File: config.mk
export PLATFORM = sky130hd
export DESIGN_NAME = grid_local_peak_finder_flat
export DESIGN_NICKNAME = d
export VERILOG_FILES = /design/src/glpf_pkg.sv /design/src/glpf_pixel_if.sv /design/src/glpf_peak_if.sv /design/src/glpf_ram.sv /design/src/glpf_cmd_fifo.sv /design/src/glpf_front.sv /design/src/glpf_back.sv /design/src/grid_local_peak_finder.sv /design/src/flat_wrapper.sv
export SDC_FILE = /design/constraint.sdc
export NUM_CORES = 1
export LEC_CHECK = 0
export ABC_AREA = 1
export BUFFER_PORTS_ARGS = -buffer_cell sky130_fd_sc_hd__buf_2
export CORE_MARGIN = 2
export CORE_UTILIZATION = 45
export CTS_BUF_LIST = sky130_fd_sc_hd__clkbuf_4
export DETAILED_ROUTE_END_ITERATION = 6
export PLACE_DENSITY_LB_ADDON = 0.12
export SYNTH_ARGS = -nofsm -noshare
export SYNTH_HDL_FRONTEND = slang
export SYNTH_SLANG_ARGS = --single-unit
File: constraint.sdc
create_clock -name i_clk -period 3.1 [get_ports i_clk]
set_input_delay 0.62 -clock i_clk [delete_from_list [all_inputs] [get_ports i_clk]]
set_output_delay 0.62 -clock i_clk [all_outputs]
set_load 0.02 [all_outputs]
File: src/glpf_pkg.sv
// glpf_pkg: shared constants, register indexes, sequencer codes and ring-slot
// helpers for the grid local peak finder. No dependencies.
package glpf_pkg;

    // Configuration port layout
    localparam int CFG_W     = 5;
    localparam int CFG_IDX_W = 2;
    localparam logic [CFG_IDX_W-1:0] REG_GRID_ROWS = 2'd0;
    localparam logic [CFG_IDX_W-1:0] REG_GRID_COLS = 2'd1;
    localparam logic [CFG_W-1:0]     GRID_SIZE_RESET = 5'd16;

    // Width of the reported row and column
    localparam int POS_OUT_W = 4;

    // Row store is a ring of three rows
    localparam int SLOT_W = 2;
    localparam logic [SLOT_W-1:0] SLOT_FIRST = 2'd0;
    localparam logic [SLOT_W-1:0] SLOT_LAST  = 2'd2;

    // Back-end sequencer
    typedef enum logic [1:0] {
        BK_IDLE,
        BK_READ,
        BK_EVAL,
        BK_DONE
    } t_back_state;

    // Read phases of one decision: address issued in a phase, data in the next
    typedef enum logic [2:0] {
        RD_CTR,
        RD_UP,
        RD_LEFT,
        RD_RIGHT,
        RD_WAIT
    } t_rd_phase;

    function automatic logic [SLOT_W-1:0] slot_next(input logic [SLOT_W-1:0] s);
        slot_next = (s == SLOT_LAST) ? SLOT_FIRST : s + 1'b1;
    endfunction

    function automatic logic [SLOT_W-1:0] slot_prev(input logic [SLOT_W-1:0] s);
        slot_prev = (s == SLOT_FIRST) ? SLOT_LAST : s - 1'b1;
    endfunction

endpackage

File: src/glpf_pixel_if.sv
// glpf_pixel_if: valid/ready channel carrying one signed pixel per word.
// Depends on nothing.
interface glpf_pixel_if #(
    parameter int PIXEL_BITS = 16
);
    logic                         valid;
    logic                         ready;
    logic signed [PIXEL_BITS-1:0] pixel_value;

    modport source (output valid, output pixel_value, input ready);
    modport sink   (input valid, input pixel_value, output ready);
endinterface

File: src/glpf_peak_if.sv
// glpf_peak_if: valid/ready channel carrying one peak position per word.
// Depends on nothing.
interface glpf_peak_if;
    logic       valid;
    logic       ready;
    logic [3:0] peak_row;
    logic [3:0] peak_col;
    logic       last_of_run;

    modport source (output valid, output peak_row, output peak_col, output last_of_run,
                    input ready);
    modport sink   (input valid, input peak_row, input peak_col, input last_of_run,
                    output ready);
endinterface

File: src/glpf_ram.sv
// glpf_ram: generic simple dual-port RAM, one write port, one registered read port.
// Depends on nothing.
module glpf_ram #(
    parameter int WIDTH = 16,
    parameter int DEPTH = 48,
    parameter int AW    = (DEPTH > 1) ? $clog2(DEPTH) : 1
) (
    input  logic             i_clk,
    input  logic             i_we,
    input  logic [AW-1:0]    i_waddr,
    input  logic [WIDTH-1:0] i_wdata,
    input  logic [AW-1:0]    i_raddr,
    output logic [WIDTH-1:0] o_rdata
);
    logic [WIDTH-1:0] r_mem [DEPTH];
    logic [WIDTH-1:0] r_rdata;

    // Write and registered read
    always_ff @(posedge i_clk) begin
        if (i_we) begin
            r_mem[i_waddr] <= i_wdata;
        end
        r_rdata <= r_mem[i_raddr];
    end

    assign o_rdata = r_rdata;
endmodule

File: src/glpf_cmd_fifo.sv
// glpf_cmd_fifo: short queue of decision commands between front and back end.
// Depends on nothing.
module glpf_cmd_fifo #(
    parameter int WIDTH = 32,
    parameter int DEPTH = 4
) (
    input  logic             i_clk,
    input  logic             i_rst_n,
    input  logic             i_push,
    input  logic [WIDTH-1:0] i_data,
    output logic             o_full,
    input  logic             i_pop,
    output logic [WIDTH-1:0] o_data,
    output logic             o_empty
);
    localparam int PW = (DEPTH > 1) ? $clog2(DEPTH) : 1;
    localparam int CW = $clog2(DEPTH + 1);

    logic [WIDTH-1:0] r_buf [DEPTH];
    logic [PW-1:0]    r_wr_ptr, n_wr_ptr;
    logic [PW-1:0]    r_rd_ptr, n_rd_ptr;
    logic [CW-1:0]    r_count, n_count;
    logic             w_do_push, w_do_pop;

    assign o_full    = (r_count == CW'(DEPTH));
    assign o_empty   = (r_count == '0);
    assign o_data    = r_buf[r_rd_ptr];
    assign w_do_push = i_push && !o_full;
    assign w_do_pop  = i_pop && !o_empty;

    // Advance pointers and occupancy
    always_comb begin
        n_wr_ptr = r_wr_ptr;
        n_rd_ptr = r_rd_ptr;
        n_count  = r_count;
        if (w_do_push) begin
            n_wr_ptr = (r_wr_ptr == PW'(DEPTH - 1)) ? '0 : r_wr_ptr + 1'b1;
        end
        if (w_do_pop) begin
            n_rd_ptr = (r_rd_ptr == PW'(DEPTH - 1)) ? '0 : r_rd_ptr + 1'b1;
        end
        if (w_do_push && !w_do_pop) begin
            n_count = r_count + 1'b1;
        end else if (w_do_pop && !w_do_push) begin
            n_count = r_count - 1'b1;
        end
    end

    always_ff @(posedge i_clk) begin
        if (!i_rst_n) begin
            r_wr_ptr <= '0;
            r_rd_ptr <= '0;
            r_count  <= '0;
        end else begin
            r_wr_ptr <= n_wr_ptr;
            r_rd_ptr <= n_rd_ptr;
            r_count  <= n_count;
        end
    end

    // Hold entries
    always_ff @(posedge i_clk) begin
        if (w_do_push) begin
            r_buf[r_wr_ptr] <= i_data;
        end
    end
endmodule

File: src/glpf_front.sv
// glpf_front: accepts pixels, tracks raster position and grid size, writes the
// row store and queues one decision command per pixel. Uses glpf_pkg, glpf_pixel_if.
module glpf_front #(
    parameter int MAX_ROWS   = 16,
    parameter int MAX_COLS   = 16,
    parameter int PIXEL_BITS = 16,
    parameter int ROW_W      = (MAX_ROWS > 1) ? $clog2(MAX_ROWS) : 1,
    parameter int COL_W      = (MAX_COLS > 1) ? $clog2(MAX_COLS) : 1,
    parameter int CSZ_W      = $clog2(MAX_COLS + 1),
    parameter int ADDR_W     = $clog2(3 * MAX_COLS),
    parameter int CMD_W      = ROW_W + COL_W + glpf_pkg::SLOT_W + PIXEL_BITS + 1
) (
    input  logic                           i_clk,
    input  logic                           i_rst_n,
    input  logic                           i_cfg_wr_en,
    input  logic [glpf_pkg::CFG_IDX_W-1:0] i_cfg_index,
    input  logic [glpf_pkg::CFG_W-1:0]     i_cfg_wdata,
    glpf_pixel_if.sink                     pix,
    input  logic                           i_busy,
    input  logic                           i_q_full,
    output logic                           o_q_push,
    output logic [CMD_W-1:0]               o_q_cmd,
    output logic                           o_ram_we,
    output logic [ADDR_W-1:0]              o_ram_waddr,
    output logic [PIXEL_BITS-1:0]          o_ram_wdata,
    output logic [CSZ_W-1:0]               o_cols_eff
);
    localparam int RSZ_W = $clog2(MAX_ROWS + 1);

    typedef struct packed {
        logic [ROW_W-1:0]            row;
        logic [COL_W-1:0]            col;
        logic [glpf_pkg::SLOT_W-1:0] slot;
        logic [PIXEL_BITS-1:0]       value;
        logic                        frame_end;
    } t_cmd;

    logic [glpf_pkg::CFG_W-1:0]  r_grid_rows, n_grid_rows;
    logic [glpf_pkg::CFG_W-1:0]  r_grid_cols, n_grid_cols;
    logic [ROW_W-1:0]            r_cur_row, n_cur_row;
    logic [COL_W-1:0]            r_cur_col, n_cur_col;
    logic [glpf_pkg::SLOT_W-1:0] r_cur_slot, n_cur_slot;
    logic [ROW_W-1:0]            r_last_row, n_last_row;
    logic                        r_last_flush, n_last_flush;

    logic [RSZ_W-1:0] w_rows_eff;
    logic [CSZ_W-1:0] w_cols_eff;
    logic             w_row_last, w_col_last, w_frame_end;
    logic             w_ready, w_accept;
    t_cmd             w_cmd;

    // Clamp grid size to 1..MAX
    always_comb begin
        if (r_grid_rows == '0) begin
            w_rows_eff = RSZ_W'(1);
        end else if (int'(r_grid_rows) > MAX_ROWS) begin
            w_rows_eff = RSZ_W'(MAX_ROWS);
        end else begin
            w_rows_eff = RSZ_W'(r_grid_rows);
        end
        if (r_grid_cols == '0) begin
            w_cols_eff = CSZ_W'(1);
        end else if (int'(r_grid_cols) > MAX_COLS) begin
            w_cols_eff = CSZ_W'(MAX_COLS);
        end else begin
            w_cols_eff = CSZ_W'(r_grid_cols);
        end
    end

    assign w_row_last  = ((RSZ_W'(r_cur_row) + 1'b1) == w_rows_eff);
    assign w_col_last  = ((CSZ_W'(r_cur_col) + 1'b1) == w_cols_eff);
    assign w_frame_end = w_row_last && w_col_last;

    // Stall on a row change or after a frame end until the back end drains,
    // so the ring slot being written is never one still under decision
    assign w_ready  = !i_q_full && (!i_busy || (r_cur_row == r_last_row && !r_last_flush));
    assign w_accept = pix.valid && w_ready;
    assign pix.ready = w_ready;

    assign w_cmd.row       = r_cur_row;
    assign w_cmd.col       = r_cur_col;
    assign w_cmd.slot      = r_cur_slot;
    assign w_cmd.value     = pix.pixel_value;
    assign w_cmd.frame_end = w_frame_end;

    assign o_q_push    = w_accept;
    assign o_q_cmd     = w_cmd;
    assign o_ram_we    = w_accept;
    assign o_ram_waddr = ADDR_W'(r_cur_slot) * ADDR_W'(MAX_COLS) + ADDR_W'(r_cur_col);
    assign o_ram_wdata = pix.pixel_value;
    assign o_cols_eff  = w_cols_eff;

    // Configuration writes and raster advance
    always_comb begin
        n_grid_rows  = r_grid_rows;
        n_grid_cols  = r_grid_cols;
        n_cur_row    = r_cur_row;
        n_cur_col    = r_cur_col;
        n_cur_slot   = r_cur_slot;
        n_last_row   = r_last_row;
        n_last_flush = r_last_flush;
        if (i_cfg_wr_en) begin
            case (i_cfg_index)
                glpf_pkg::REG_GRID_ROWS: begin
                    n_grid_rows = i_cfg_wdata;
                    n_cur_row   = '0;
                    n_cur_col   = '0;
                    n_cur_slot  = glpf_pkg::SLOT_FIRST;
                end
                glpf_pkg::REG_GRID_COLS: begin
                    n_grid_cols = i_cfg_wdata;
                    n_cur_row   = '0;
                    n_cur_col   = '0;
                    n_cur_slot  = glpf_pkg::SLOT_FIRST;
                end
                default: begin
                end
            endcase
        end else if (w_accept) begin
            n_last_row   = r_cur_row;
            n_last_flush = w_frame_end;
            if (w_frame_end) begin
                n_cur_row  = '0;
                n_cur_col  = '0;
                n_cur_slot = glpf_pkg::SLOT_FIRST;
            end else if (w_col_last) begin
                n_cur_row  = r_cur_row + 1'b1;
                n_cur_col  = '0;
                n_cur_slot = glpf_pkg::slot_next(r_cur_slot);
            end else begin
                n_cur_col = r_cur_col + 1'b1;
            end
        end
    end

    always_ff @(posedge i_clk) begin
        if (!i_rst_n) begin
            r_grid_rows  <= glpf_pkg::GRID_SIZE_RESET;
            r_grid_cols  <= glpf_pkg::GRID_SIZE_RESET;
            r_cur_row    <= '0;
            r_cur_col    <= '0;
            r_cur_slot   <= glpf_pkg::SLOT_FIRST;
            r_last_row   <= '0;
            r_last_flush <= 1'b0;
        end else begin
            r_grid_rows  <= n_grid_rows;
            r_grid_cols  <= n_grid_cols;
            r_cur_row    <= n_cur_row;
            r_cur_col    <= n_cur_col;
            r_cur_slot   <= n_cur_slot;
            r_last_row   <= n_last_row;
            r_last_flush <= n_last_flush;
        end
    end
endmodule

File: src/glpf_back.sv
// glpf_back: pops decision commands, reads neighbours from the row store one
// per cycle, compares and emits peak words. Uses glpf_pkg, glpf_peak_if.
module glpf_back #(
    parameter int MAX_ROWS   = 16,
    parameter int MAX_COLS   = 16,
    parameter int PIXEL_BITS = 16,
    parameter int ROW_W      = (MAX_ROWS > 1) ? $clog2(MAX_ROWS) : 1,
    parameter int COL_W      = (MAX_COLS > 1) ? $clog2(MAX_COLS) : 1,
    parameter int CSZ_W      = $clog2(MAX_COLS + 1),
    parameter int ADDR_W     = $clog2(3 * MAX_COLS),
    parameter int CMD_W      = ROW_W + COL_W + glpf_pkg::SLOT_W + PIXEL_BITS + 1
) (
    input  logic                  i_clk,
    input  logic                  i_rst_n,
    input  logic                  i_q_empty,
    input  logic [CMD_W-1:0]      i_q_cmd,
    output logic                  o_q_pop,
    input  logic [CSZ_W-1:0]      i_cols_eff,
    output logic [ADDR_W-1:0]     o_ram_raddr,
    input  logic [PIXEL_BITS-1:0] i_ram_rdata,
    output logic                  o_busy,
    glpf_peak_if.source           peak
);
    localparam int OW = glpf_pkg::POS_OUT_W;

    typedef struct packed {
        logic [ROW_W-1:0]            row;
        logic [COL_W-1:0]            col;
        logic [glpf_pkg::SLOT_W-1:0] slot;
        logic [PIXEL_BITS-1:0]       value;
        logic                        frame_end;
    } t_cmd;

    glpf_pkg::t_back_state r_state, n_state;
    glpf_pkg::t_rd_phase   r_phase, n_phase;
    t_cmd                  r_cmd, n_cmd;
    t_cmd                  w_qc;
    logic                  r_in_flush, n_in_flush;
    logic [glpf_pkg::SLOT_W-1:0] r_dec_slot, n_dec_slot;
    logic [ROW_W-1:0]      r_dec_row, n_dec_row;
    logic [COL_W-1:0]      r_dec_col, n_dec_col;
    logic                  r_up_ok, n_up_ok;
    logic                  r_down_ok, n_down_ok;
    logic signed [PIXEL_BITS-1:0] r_down, n_down;
    logic signed [PIXEL_BITS-1:0] r_ctr, n_ctr;
    logic signed [PIXEL_BITS-1:0] r_up, n_up;
    logic signed [PIXEL_BITS-1:0] r_left, n_left;
    logic signed [PIXEL_BITS-1:0] r_right, n_right;
    logic                  r_hold_valid, n_hold_valid;
    logic [OW-1:0]         r_hold_row, n_hold_row;
    logic [OW-1:0]         r_hold_col, n_hold_col;
    logic                  r_out_valid, n_out_valid;
    logic [OW-1:0]         r_out_row, n_out_row;
    logic [OW-1:0]         r_out_col, n_out_col;
    logic                  r_out_last, n_out_last;

    logic w_left_ok, w_right_ok, w_peak, w_out_free, w_pop;
    logic [COL_W-1:0] w_rd_col;
    logic [glpf_pkg::SLOT_W-1:0] w_rd_slot;

    assign w_qc       = i_q_cmd;
    assign w_left_ok  = (r_dec_col != '0);
    assign w_right_ok = ((CSZ_W'(r_dec_col) + 1'b1) < i_cols_eff);
    assign w_out_free = !r_out_valid || peak.ready;
    assign w_peak     = (!r_up_ok    || r_ctr >= r_up)
                     && (!r_down_ok  || r_ctr >= r_down)
                     && (!w_left_ok  || r_ctr >= r_left)
                     && (!w_right_ok || r_ctr >= r_right);

    // Pick the neighbour to read in this phase
    always_comb begin
        w_rd_slot = r_dec_slot;
        w_rd_col  = r_dec_col;
        case (r_phase)
            glpf_pkg::RD_UP:    w_rd_slot = glpf_pkg::slot_prev(r_dec_slot);
            glpf_pkg::RD_LEFT:  w_rd_col  = r_dec_col - 1'b1;
            glpf_pkg::RD_RIGHT: w_rd_col  = r_dec_col + 1'b1;
            default: begin
            end
        endcase
    end

    assign o_ram_raddr = ADDR_W'(w_rd_slot) * ADDR_W'(MAX_COLS) + ADDR_W'(w_rd_col);
    assign o_q_pop     = w_pop;
    assign o_busy      = (r_state != glpf_pkg::BK_IDLE);

    assign peak.valid       = r_out_valid;
    assign peak.peak_row    = r_out_row;
    assign peak.peak_col    = r_out_col;
    assign peak.last_of_run = r_out_last;

    // Sequencer: next state and datapath loads
    always_comb begin
        n_state      = r_state;
        n_phase      = r_phase;
        n_cmd        = r_cmd;
        n_in_flush   = r_in_flush;
        n_dec_slot   = r_dec_slot;
        n_dec_row    = r_dec_row;
        n_dec_col    = r_dec_col;
        n_up_ok      = r_up_ok;
        n_down_ok    = r_down_ok;
        n_down       = r_down;
        n_ctr        = r_ctr;
        n_up         = r_up;
        n_left       = r_left;
        n_right      = r_right;
        n_hold_valid = r_hold_valid;
        n_hold_row   = r_hold_row;
        n_hold_col   = r_hold_col;
        n_out_valid  = r_out_valid && !peak.ready;
        n_out_row    = r_out_row;
        n_out_col    = r_out_col;
        n_out_last   = r_out_last;
        w_pop        = 1'b0;

        case (r_state)
            glpf_pkg::BK_IDLE: begin
                if (!i_q_empty) begin
                    w_pop      = 1'b1;
                    n_cmd      = w_qc;
                    n_phase    = glpf_pkg::RD_CTR;
                    n_in_flush = 1'b0;
                    if (w_qc.row != '0) begin
                        // Decide the pixel just above
                        n_dec_slot = glpf_pkg::slot_prev(w_qc.slot);
                        n_dec_row  = w_qc.row - 1'b1;
                        n_dec_col  = w_qc.col;
                        n_up_ok    = (w_qc.row > ROW_W'(1));
                        n_down_ok  = 1'b1;
                        n_down     = $signed(w_qc.value);
                        n_state    = glpf_pkg::BK_READ;
                    end else if (w_qc.frame_end) begin
                        // Single-row grid: go straight to the flush
                        n_dec_slot = w_qc.slot;
                        n_dec_row  = w_qc.row;
                        n_dec_col  = '0;
                        n_up_ok    = 1'b0;
                        n_down_ok  = 1'b0;
                        n_in_flush = 1'b1;
                        n_state    = glpf_pkg::BK_READ;
                    end
                end
            end

            glpf_pkg::BK_READ: begin
                // Capture the word addressed in the previous phase
                case (r_phase)
                    glpf_pkg::RD_CTR: begin
                        n_phase = glpf_pkg::RD_UP;
                    end
                    glpf_pkg::RD_UP: begin
                        n_ctr   = $signed(i_ram_rdata);
                        n_phase = glpf_pkg::RD_LEFT;
                    end
                    glpf_pkg::RD_LEFT: begin
                        n_up    = $signed(i_ram_rdata);
                        n_phase = glpf_pkg::RD_RIGHT;
                    end
                    glpf_pkg::RD_RIGHT: begin
                        n_left  = $signed(i_ram_rdata);
                        n_phase = glpf_pkg::RD_WAIT;
                    end
                    default: begin
                        n_right = $signed(i_ram_rdata);
                        n_phase = glpf_pkg::RD_CTR;
                        n_state = glpf_pkg::BK_EVAL;
                    end
                endcase
            end

            glpf_pkg::BK_EVAL: begin
                if (!w_peak || !r_hold_valid || w_out_free) begin
                    if (w_peak) begin
                        // Release the held peak, hold the new one
                        if (r_hold_valid) begin
                            n_out_valid = 1'b1;
                            n_out_row   = r_hold_row;
                            n_out_col   = r_hold_col;
                            n_out_last  = 1'b0;
                        end
                        n_hold_valid = 1'b1;
                        n_hold_row   = OW'(r_dec_row);
                        n_hold_col   = OW'(r_dec_col);
                    end
                    n_phase = glpf_pkg::RD_CTR;
                    if (!r_in_flush && r_cmd.frame_end) begin
                        n_dec_slot = r_cmd.slot;
                        n_dec_row  = r_cmd.row;
                        n_dec_col  = '0;
                        n_up_ok    = (r_cmd.row != '0);
                        n_down_ok  = 1'b0;
                        n_in_flush = 1'b1;
                        n_state    = glpf_pkg::BK_READ;
                    end else if (r_in_flush && w_right_ok) begin
                        n_dec_col = r_dec_col + 1'b1;
                        n_state   = glpf_pkg::BK_READ;
                    end else begin
                        n_state = glpf_pkg::BK_DONE;
                    end
                end
            end

            glpf_pkg::BK_DONE: begin
                // Flush the held peak as the last word of the run
                if (!r_hold_valid) begin
                    n_state = glpf_pkg::BK_IDLE;
                end else if (w_out_free) begin
                    n_out_valid  = 1'b1;
                    n_out_row    = r_hold_row;
                    n_out_col    = r_hold_col;
                    n_out_last   = 1'b1;
                    n_hold_valid = 1'b0;
                    n_state      = glpf_pkg::BK_IDLE;
                end
            end

            default: begin
                n_state = glpf_pkg::BK_IDLE;
            end
        endcase
    end

    always_ff @(posedge i_clk) begin
        if (!i_rst_n) begin
            r_state      <= glpf_pkg::BK_IDLE;
            r_phase      <= glpf_pkg::RD_CTR;
            r_in_flush   <= 1'b0;
            r_hold_valid <= 1'b0;
            r_out_valid  <= 1'b0;
        end else begin
            r_state      <= n_state;
            r_phase      <= n_phase;
            r_in_flush   <= n_in_flush;
            r_hold_valid <= n_hold_valid;
            r_out_valid  <= n_out_valid;
        end
    end

    // Payload registers
    always_ff @(posedge i_clk) begin
        r_cmd      <= n_cmd;
        r_dec_slot <= n_dec_slot;
        r_dec_row  <= n_dec_row;
        r_dec_col  <= n_dec_col;
        r_up_ok    <= n_up_ok;
        r_down_ok  <= n_down_ok;
        r_down     <= n_down;
        r_ctr      <= n_ctr;
        r_up       <= n_up;
        r_left     <= n_left;
        r_right    <= n_right;
        r_hold_row <= n_hold_row;
        r_hold_col <= n_hold_col;
        r_out_row  <= n_out_row;
        r_out_col  <= n_out_col;
        r_out_last <= n_out_last;
    end

    // A run never ends with a peak still held
    a_idle_no_hold: assert property (@(posedge i_clk) disable iff (!i_rst_n)
        (r_state == glpf_pkg::BK_IDLE) |-> !r_hold_valid)
        else $error("peak still held while back end idle");

    // Flush decisions only come from a frame-end command
    a_flush_on_frame_end: assert property (@(posedge i_clk) disable iff (!i_rst_n)
        (r_in_flush && r_state != glpf_pkg::BK_IDLE) |-> r_cmd.frame_end)
        else $error("row flush without frame end");

    // Decided column stays inside the grid
    a_dec_col_in_grid: assert property (@(posedge i_clk) disable iff (!i_rst_n)
        (r_state == glpf_pkg::BK_READ) |-> (CSZ_W'(r_dec_col) < i_cols_eff))
        else $error("decided column outside grid");
endmodule

File: src/grid_local_peak_finder.sv
// grid_local_peak_finder: top level; front end, command queue, row store RAM
// and back end. Uses glpf_pkg, glpf_pixel_if, glpf_peak_if and all glpf_* modules.
//
// Usage:
//   i_pix carries signed pixels of a grid_rows x grid_cols grid in raster order.
//   o_peak returns (peak_row, peak_col) of every pixel that is >= each of its
//   in-grid up/down/left/right neighbors, in raster order; last_of_run marks
//   the last word caused by one pixel. Pixels that decide nothing give no word.
//   Configuration: i_cfg_wr_en with i_cfg_index 0 (grid_rows) or 1 (grid_cols)
//   writes a size and restarts the frame; 0 acts as 1, sizes above the maximum
//   act as the maximum. Write only while the block is idle.
//   Throughput: the front end takes one pixel per cycle while the 4-entry
//   command queue has room. Each pixel from row 1 on decides the pixel above it
//   in the back end (queue pop, four reads of the pixel and its up, left and
//   right neighbors through the single read port of the row store, one wait,
//   one compare, one release); row 0 pixels are only popped. The frame's last
//   pixel also decides each pixel of the last row, column by column. At each
//   row change and after the last pixel the front end waits for the back end
//   and the queue to drain.
//   Reset: grid 16 x 16, frame position (0,0), no word pending; the row store
//   needs no clearing. A stalled o_peak holds its word; the back end then
//   stops and the queue fills before i_pix stalls.
module grid_local_peak_finder #(
    parameter int MAX_ROWS   = 16,
    parameter int MAX_COLS   = 16,
    parameter int PIXEL_BITS = 16
) (
    input  logic                           i_clk,
    input  logic                           i_rst_n,
    input  logic                           i_cfg_wr_en,
    input  logic [glpf_pkg::CFG_IDX_W-1:0] i_cfg_index,
    input  logic [glpf_pkg::CFG_W-1:0]     i_cfg_wdata,
    glpf_pixel_if.sink                     i_pix,
    glpf_peak_if.source                    o_peak
);
    localparam int ROW_W       = (MAX_ROWS > 1) ? $clog2(MAX_ROWS) : 1;
    localparam int COL_W       = (MAX_COLS > 1) ? $clog2(MAX_COLS) : 1;
    localparam int CSZ_W       = $clog2(MAX_COLS + 1);
    localparam int STORE_DEPTH = 3 * MAX_COLS;
    localparam int ADDR_W      = $clog2(STORE_DEPTH);
    localparam int CMD_W       = ROW_W + COL_W + glpf_pkg::SLOT_W + PIXEL_BITS + 1;
    localparam int QUEUE_DEPTH = 4;

    logic                  w_q_push, w_q_pop, w_q_full, w_q_empty, w_busy;
    logic [CMD_W-1:0]      w_q_in, w_q_out;
    logic                  w_ram_we;
    logic [ADDR_W-1:0]     w_ram_waddr, w_ram_raddr;
    logic [PIXEL_BITS-1:0] w_ram_wdata, w_ram_rdata;
    logic [CSZ_W-1:0]      w_cols_eff;
    logic                  w_outstanding;

    glpf_front #(
        .MAX_ROWS   (MAX_ROWS),
        .MAX_COLS   (MAX_COLS),
        .PIXEL_BITS (PIXEL_BITS),
        .ROW_W      (ROW_W),
        .COL_W      (COL_W),
        .CSZ_W      (CSZ_W),
        .ADDR_W     (ADDR_W),
        .CMD_W      (CMD_W)
    ) u_front (
        .i_clk       (i_clk),
        .i_rst_n     (i_rst_n),
        .i_cfg_wr_en (i_cfg_wr_en),
        .i_cfg_index (i_cfg_index),
        .i_cfg_wdata (i_cfg_wdata),
        .pix         (i_pix),
        .i_busy      (w_outstanding),
        .i_q_full    (w_q_full),
        .o_q_push    (w_q_push),
        .o_q_cmd     (w_q_in),
        .o_ram_we    (w_ram_we),
        .o_ram_waddr (w_ram_waddr),
        .o_ram_wdata (w_ram_wdata),
        .o_cols_eff  (w_cols_eff)
    );

    glpf_cmd_fifo #(
        .WIDTH (CMD_W),
        .DEPTH (QUEUE_DEPTH)
    ) u_queue (
        .i_clk   (i_clk),
        .i_rst_n (i_rst_n),
        .i_push  (w_q_push),
        .i_data  (w_q_in),
        .o_full  (w_q_full),
        .i_pop   (w_q_pop),
        .o_data  (w_q_out),
        .o_empty (w_q_empty)
    );

    glpf_ram #(
        .WIDTH (PIXEL_BITS),
        .DEPTH (STORE_DEPTH),
        .AW    (ADDR_W)
    ) u_row_store (
        .i_clk   (i_clk),
        .i_we    (w_ram_we),
        .i_waddr (w_ram_waddr),
        .i_wdata (w_ram_wdata),
        .i_raddr (w_ram_raddr),
        .o_rdata (w_ram_rdata)
    );

    glpf_back #(
        .MAX_ROWS   (MAX_ROWS),
        .MAX_COLS   (MAX_COLS),
        .PIXEL_BITS (PIXEL_BITS),
        .ROW_W      (ROW_W),
        .COL_W      (COL_W),
        .CSZ_W      (CSZ_W),
        .ADDR_W     (ADDR_W),
        .CMD_W      (CMD_W)
    ) u_back (
        .i_clk       (i_clk),
        .i_rst_n     (i_rst_n),
        .i_q_empty   (w_q_empty),
        .i_q_cmd     (w_q_out),
        .o_q_pop     (w_q_pop),
        .i_cols_eff  (w_cols_eff),
        .o_ram_raddr (w_ram_raddr),
        .i_ram_rdata (w_ram_rdata),
        .o_busy      (w_busy),
        .peak        (o_peak)
    );

    // Outstanding work covers queued commands too
    assign w_outstanding = w_busy || !w_q_empty;

    a_no_write_during_flush: assert property (@(posedge i_clk) disable iff (!i_rst_n)
        (w_ram_we && w_busy) |-> !u_back.r_in_flush)
        else $error("row store written while last row is being flushed");
endmodule
File: src/flat_wrapper.sv
// flat-port wrapper written by rule: the top's interface ports become plain ports
module grid_local_peak_finder_flat 
#(
    parameter int MAX_ROWS   = 16,
    parameter int MAX_COLS   = 16,
    parameter int PIXEL_BITS = 16
)
  (i_clk, i_rst_n, i_cfg_wr_en, i_cfg_index, i_cfg_wdata, i_pix_valid, i_pix_pixel_value, i_pix_ready, o_peak_valid, o_peak_peak_row, o_peak_peak_col, o_peak_last_of_run, o_peak_ready);
  glpf_pixel_if #(.PIXEL_BITS(PIXEL_BITS)) i_pix_i ();
  glpf_peak_if o_peak_i ();
  input  logic i_clk;
  input  logic i_rst_n;
  input  logic i_cfg_wr_en;
  input  logic [glpf_pkg::CFG_IDX_W-1:0] i_cfg_index;
  input  logic [glpf_pkg::CFG_W-1:0] i_cfg_wdata;
  input wire logic [$bits(i_pix_i.valid)-1:0] i_pix_valid;
  input wire logic [$bits(i_pix_i.pixel_value)-1:0] i_pix_pixel_value;
  output wire logic [$bits(i_pix_i.ready)-1:0] i_pix_ready;
  output wire logic [$bits(o_peak_i.valid)-1:0] o_peak_valid;
  output wire logic [$bits(o_peak_i.peak_row)-1:0] o_peak_peak_row;
  output wire logic [$bits(o_peak_i.peak_col)-1:0] o_peak_peak_col;
  output wire logic [$bits(o_peak_i.last_of_run)-1:0] o_peak_last_of_run;
  input wire logic [$bits(o_peak_i.ready)-1:0] o_peak_ready;
  assign i_pix_i.valid = i_pix_valid;
  assign i_pix_i.pixel_value = i_pix_pixel_value;
  assign i_pix_ready = i_pix_i.ready;
  assign o_peak_valid = o_peak_i.valid;
  assign o_peak_peak_row = o_peak_i.peak_row;
  assign o_peak_peak_col = o_peak_i.peak_col;
  assign o_peak_last_of_run = o_peak_i.last_of_run;
  assign o_peak_i.ready = o_peak_ready;
  grid_local_peak_finder #(.MAX_ROWS(MAX_ROWS), .MAX_COLS(MAX_COLS), .PIXEL_BITS(PIXEL_BITS)) u_core (.i_clk(i_clk), .i_rst_n(i_rst_n), .i_cfg_wr_en(i_cfg_wr_en), .i_cfg_index(i_cfg_index), .i_cfg_wdata(i_cfg_wdata), .i_pix(i_pix_i), .o_peak(o_peak_i));
endmodule
==> flow_summary.ini, run 1 <==
[clock_network]
htreeDepth = 5
insertion_delay_ns = 1.14
cts_sinks = 1050
cts_tree = done
numCtsBuffers = 291
post_cts_buffers = 0
clockRootBuffer = clkbuf_4
clk_pin_slew_ns = 0.07
cts_buffer_depth = 4

[logic_synthesis]
syn_area_per_cell_sq_um = 12.3
synth_nets = 3684
ys_seq_area_share_pct = 70.5
synth_common_cells = edfxtp_1 (992), nand2_1 (670), nand3_1 (624)
synth_edf_count = 992
yosys_warnings = 0
synthDistinctLibCells = 45
syn_inst = 3572
synth_most_common_cell = edfxtp_1
async_flop_share_pct = 0
ys_seq_elements = 1050
ys_top_cells_by_area = edfxtp_1 (68%), nand3_1 (7.1%), nand2_1 (5.7%), dfxtp_1 (2.6%), o211ai_1 (2.4%)
dominantRegCellSynth = edfxtp_1
netlist.area_leader.share_pct = 67.8
mappedNetlistArea_sq_mm = 0.0439
synth_top_area_cell = edfxtp_1

[finish]
final_core_util_pct = 52.4
syn_to_final_growth_pct = 15.4
drive_gt1_share_pct = 17.8
nets = 4007

[route]
postRouteWirelength_um = 120000
dr.pass1.iters = 7
drc = 1
drtIter0Drc = 2844
ant_nets = 0
route.vias.total = 29581
wl_per_cell_um = 22.3
viasPerCell = 5.52

[sta]
rsz0062_at_grt = yes
slew_headroom_pct = 14.0
hold_viol = 0
min_period_ns = 3.02
finalSetupViolCount = 0
report.final.slew_viol_count = 0
timing.final.crit_share_pct = 97.6
max_freq_mhz = 331
fin_skew_ns = 0.0773
worst_slew_pin_slew_ns = 1.29

[pwr]
power_uw = 45300
powerDensity_mw_per_mm2 = 894
vdd_drop_max_mv = 0.615
leakage_uw = 0.0187

[setup_path]
path_cells = buf_12, inv_2, ha_1, inv_1, nand2_1, o211ai_4, buf_12, nand3_1, o211ai_1, nand3_1, nand3_1, nand2_1, nand2_1, o21ai_1
worstRegToRegCells = 14
cp-end-kind = flip-flop
path_max_fanout = 89
cp_num_buf_inv = 4
crit_required_ns = 4.09
critical_path_class = flip-flop to flip-flop
reg2reg_from = u_core.u_back.r_dec_col[0]
r2r_slack_ns = 0.08
cp_top_family = simple AND/OR/NAND/NOR gates
start_kind = flip-flop
critPathMaxStageDelay_ns = 0.44
cp.depth = 14
critPathSlowestCell = edfxtp_1
rr_endpoint = u_core.u_row_store.o_rdata[8]
crit_arrival_ns = 4.01

[grt]
grt_max_degree = 112
grt_usage_pct = 24.2
grt_pass1_wl_um = 180000
grt-ovfl-total = 0
antenna_found_initial = 3
grt_pass1_vias = 29237

[place]
dpl.hpwl_um = 71400
globalplace.congestion = 0.872
io_buffers = 38

[floorplan]
coreArea_sq_mm = 0.0967
die_h_um = 316
ioPinCount = 39
start_util_pct = 45.4
row_count = 114
die_w_um = 316
dieArea_sq_mm = 0.100

[min_path]
hold_class = primary input to flip-flop
worstHoldEndpoint = u_core.u_row_store.r_mem[20][5]
worstHoldStart = i_pix_pixel_value[5]
hold_path_depth = 1

[job]
drv_cap = 0

[status]
outcome = complete, but fails checks
violations = DRC
[cell type report]
type                       count  area, sq um
timing repair buffer         242         2610
sequential                  1050        31000
inverter                     173          653
clock inverter                62          345
tap                         1276         1600
clock buffer                 418         3140
multi-input combinational   2137        11400
fill                        8495        46000
antenna                        2         5.00
[worst max-delay path by stage]
| stage | startpoint | end | slack [ns] |
|---|---|---|---|
| after floorplan | u_core.u_back.r_dec_col[0] | u_core.u_back.r_hold_col[0] | 0.21 |
| after global placement | u_core.u_back.r_dec_col[0] | u_core.u_back.r_dec_row[3] | 0.13 |
| after detailed placement | u_core.u_back.r_dec_col[0] | u_core.u_row_store.o_rdata[5] | 0.14 |
| after CTS | u_core.u_front.r_cur_row[1] | i_pix_ready | 0.06 |
| after global routing | u_core.u_back.r_dec_col[0] | u_core.u_row_store.o_rdata[12] | -0.01 |
| final | u_core.u_back.r_dec_col[0] | u_core.u_row_store.o_rdata[8] | 0.08 |
[flip-flops by register name (all words and copies together) (netlist names), 4 cells and up, named ones only]
name / cells
u_core.u_front.r_grid_cols: 5
u_core.u_back.peak.peak_col: 4
u_core.u_back.r_down: 16
u_core.u_front.r_grid_rows: 5
u_core.u_back.r_hold_col: 4
u_core.u_back.r_cmd: 7
u_core.u_back.r_right: 16
u_core.u_back.r_left: 16
u_core.u_back.r_up: 16
u_core.u_row_store.r_mem: 768
u_core.u_row_store.o_rdata: 16
u_core.u_back.r_hold_row: 4
u_core.u_front.r_cur_row: 4
u_core.u_back.r_dec_col: 4
u_core.u_back.peak.peak_row: 4
u_core.u_front.r_cur_col: 4
u_core.u_queue.r_buf: 108
u_core.u_back.r_ctr: 16
u_core.u_front.r_last_row: 4
u_core.u_back.r_dec_row: 4
[routing by layer]
| metal | GRT usage [%] | routed length (um) | vias to the layer above |
|---|---|---|---|
| met5 | 0 | 0 | - |
| met4 | 9.17 | 3300 | 0 |
| met3 | 5.29 | 7790 | 164 |
| met2 | 38.7 | 56800 | 1017 |
| met1 | 32.5 | 51800 | 14564 |
| li1 | - | - | 13836 |
[stage by stage]
stage	setup WS [ns]	instance area, sq um	cells	TNS [ns]	hold WS (ns)
6_report	0.0752	50700	5360	0	0.0954
5_1_grt	-0.0102	50700	5360	-0.0102	0.0530
4_1_cts	0.0579	50700	5358	0	0.00848
3_5_place_dp	0.143	46900	4850	0	0.405
3_3_place_gp	0.125	46900	4850	0	0.402
2_1_floorplan	0.215	43900	3572	0	0.400
[repair_timing]
item / 4_1_cts / 5_1_grt
hold buffers: 28 / 0
resized for setup: 3 / 10
endpoints found under the setup margin: 1 / 25
hold endpoints to repair: 312 / 0
[kinds of logic after synthesis]
| family | count (synthesis) | synth area share, % |
|---|---|---|
| AO/OA/AOI/OAI | 477 | 6.58 |
| XOR/XNOR | 14 | 0.279 |
| adder cells (fa/ha/maj) | 84 | 2.41 |
| buffers and inverters | 385 | 3.81 |
| flip-flops | 1050 | 70.5 |
| multiplexers | 65 | 1.66 |
| AND/OR/NAND/NOR | 1497 | 14.8 |
[power breakdown]
group | internal (uW) | switching (uW) | total, uW
clock | 6480 | 5450 | 11900
sequential | 16700 | 606 | 17300
combinational | 5180 | 10900 | 16100
[cells in the final DEF, fill, tap and decap left out, types with 3 or more instances in the layout]
cell,count
nor3_1,6
mux2_2,38
or2_2,3
o21ai_1,33
inv_1,165
nand2_8,3
clkinv_1,46
buf_2,38
nand4_1,9
nand2_1,666
ha_1,83
o21ai_0,136
clkbuf_4,418
clkinv_2,7
nand2_2,4
dfxtp_1,55
xor2_1,13
nand3_1,624
buf_12,65
buf_4,110
a21o_1,3
o22ai_1,25
nor2_2,10
dlygate4sd3_1,28
inv_2,12
o21a_1,3
a32oi_1,3
o211ai_1,139
nor3_2,4
edfxtp_1,992
nor2_1,162
bufinv_16,4
a21oi_1,71
mux2_1,26
a31oi_1,57
Note: power is estimated with default switching activity, not from simulation.
==> run 2, diff against run 1 <==
--- a/config.mk
+++ b/config.mk
@@ -7,7 +7,6 @@
 export LEC_CHECK = 0
 export ABC_AREA = 1
 export BUFFER_PORTS_ARGS = -buffer_cell sky130_fd_sc_hd__buf_2
-export CORE_MARGIN = 2
 export CORE_UTILIZATION = 45
 export CTS_BUF_LIST = sky130_fd_sc_hd__clkbuf_4
 export DETAILED_ROUTE_END_ITERATION = 6
==> constraint.sdc (replaced) <==
create_clock -name i_clk -period 2.85 [get_ports i_clk]
set_input_delay 0.57 -clock i_clk [delete_from_list [all_inputs] [get_ports i_clk]]
set_output_delay 0.57 -clock i_clk [all_outputs]
set_load 0.02 [all_outputs]
==> run 2 against run 1 <==
  * Highest routed layer unchanged
  * Utilization up 1.4 points
  * The run now ends clean
  * Count of clock-buffer cells in the layout unchanged
  * Total power up 13%
==> flow_summary.ini, run 2 (same netlist as run 1, synthesis figures left out) <==
[place]
placed_cell_area_sq_mm = 0.0472
globalplace.congestion = 0.872
place_ws_ns = -0.0876
io_buffers = 38
dpl.hpwl_um = 71900

[route]
route.vias.total = 30222
drtIter0Drc = 2712
wl_per_cell_um = 22.7
viasPerCell = 5.57
postRouteWirelength_um = 123000
dr.pass1.iters = 6
drc = 0
ant_nets = 0

[clock_network]
clk_pin_slew_ns = 0.07
cts_sinks = 1050
cts_tree = done
insertion_delay_ns = 1.14
clockRootBuffer = clkbuf_4
htreeDepth = 5
cts_buffer_depth = 4
numCtsBuffers = 294

[job]
drv_cap = 0

[grt]
met1_usage_pct = 33.8
antenna_found_initial = 2
grt_pass1_wl_um = 181000
busiest_layer = met2
grt_usage_pct = 24.6
grt_pass1_vias = 29383
grt_use_met2_pct = 39.2
use_met3_pct = 4.45
grt-ovfl-total = 0
grt_max_degree = 93

[pwr]
power_uw = 51300
vdd_drop_max_mv = 0.552
powerDensity_mw_per_mm2 = 987
leakage_uw = 0.0192

[sta]
fin_ws_ns = 0.00465
hold_viol = 0
min_period_ns = 2.85
rsz0062_at_grt = yes
slew_headroom_pct = 30.2
finalSetupViolCount = 0
fin_skew_ns = 0.0790
report.final.slew_viol_count = 0
worst_slew_pin_slew_ns = 1.05
setup_tns_ns = 0
timing.final.crit_share_pct = 99.8
max_freq_mhz = 351

[setup_path]
r2r_slack_ns = 0.005
start_kind = flip-flop
critical_path_class = flip-flop to flip-flop
crit_required_ns = 3.81
crit_arrival_ns = 3.81
path_max_fanout = 25
rr_endpoint = u_core.u_row_store.o_rdata[12]
cp-end-kind = flip-flop
worstRegToRegCells = 15
reg2reg_from = u_core.u_back.r_dec_col[0]

[floorplan]
ioPinCount = 39
die_h_um = 314
dieArea_sq_mm = 0.0989
start_util_pct = 45.4
die_w_um = 314
coreArea_sq_mm = 0.0967
row_count = 114

[min_path]
worstHoldStart = i_pix_pixel_value[14]
hold_class = primary input to flip-flop
worstHoldEndpoint = u_core.u_row_store.r_mem[6][14]
hold_path_depth = 1

[finish]
final_common_cell = edfxtp_1
final_cell_mix = edfxtp_1 (992), nand2_1 (651), nand3_1 (604)
top_regs = u_core.u_row_store.r_mem x768, u_core.u_queue.r_buf x108
max_flop_register = u_core.u_row_store.r_mem
syn_to_final_growth_pct = 18.4
drive_gt1_share_pct = 20.1
largest_reg_flops = 768
nets = 4056
design_area_sq_mm = 0.0520

[status]
outcome = finished clean
[run 2: layout make-up]
cell class                      count  area (sq um)
Clock buffer                      418          3140
Timing Repair Buffer              287          3540
Antenna cell                        1          2.50
Fill cell                        8315         44700
Multi-Input combinational cell   2138         11700
Clock inverter                     86           453
Tap cell                         1276          1600
Inverter                          173           657
Sequential cell                  1050         31000
[run 2: critical path, cell delays in order (launching register included)]
cell and delay [ns]:
edfxtp_1 0.40, buf_6 0.14, inv_2 0.05, ha_4 0.27
inv_1 0.05, nand2_1 0.11, o211ai_4 0.21, clkbuf_16 0.26
buf_4 0.15, clkbuf_16 0.20, o211ai_1 0.27, nand3_1 0.11
nand3_1 0.09, nand2_1 0.15, nand2_1 0.11, o21ai_1 0.09
[run 2: through the flow]
step | cells | hold WS, ns | util, %
floorplan | 3572 | 0.400 | -
global placement | 4861 | 0.408 | 48.9
finish | 5429 | 0.144 | 53.8
global route | 5429 | 0.0773 | 53.8
CTS | 5407 | 0.00570 | 53.1
detailed placement | 4861 | 0.408 | 48.9
[run 2: worst max-delay path by stage]
stage / start / depth (start not counted) / endpoint / slack, ns
after global placement: u_core.u_back.r_dec_col[0] / 14 / u_core.u_back.peak.peak_row[1] / -0.07
after detailed placement: u_core.u_back.r_dec_col[0] / 14 / u_core.u_back.peak.peak_row[3] / -0.09
after global routing: u_core.u_front.r_last_row[2] / 7 / i_pix_ready / -0.12
final: u_core.u_back.r_dec_col[0] / 15 / u_core.u_row_store.o_rdata[12] / 0.005
after floorplan: u_core.u_back.r_dec_col[0] / 14 / u_core.u_back.r_dec_col[0] / 0.08
after CTS: u_core.u_front.r_last_row[2] / 7 / i_pix_ready / -0.04
[run 2: report_power, final]
part	switching (uW)	leakage, uW	internal [uW]
Clock	6080	0.00217	7110
Sequential	598	0.00945	18200
Combinational	12800	0.00761	6610
Total	19400	0.0192	31900
[run 2: layer usage]
metal,vias up,share of wire [%]
li1,13970,-
met1,14925,44
met2,1145,48
met3,182,6.2
met4,0,2.5
met5,-,0
[run 2: what timing repair did]
action | CTS | global route
pin swaps | 3 | 37
setup endpoints to repair | 29 | 87
hold buffers | 35 | 0
gates cloned | 3 | 9
hold endpoints to repair | 314 | 0
gates resized for setup | 21 | 77
setup buffers | 4 | 12
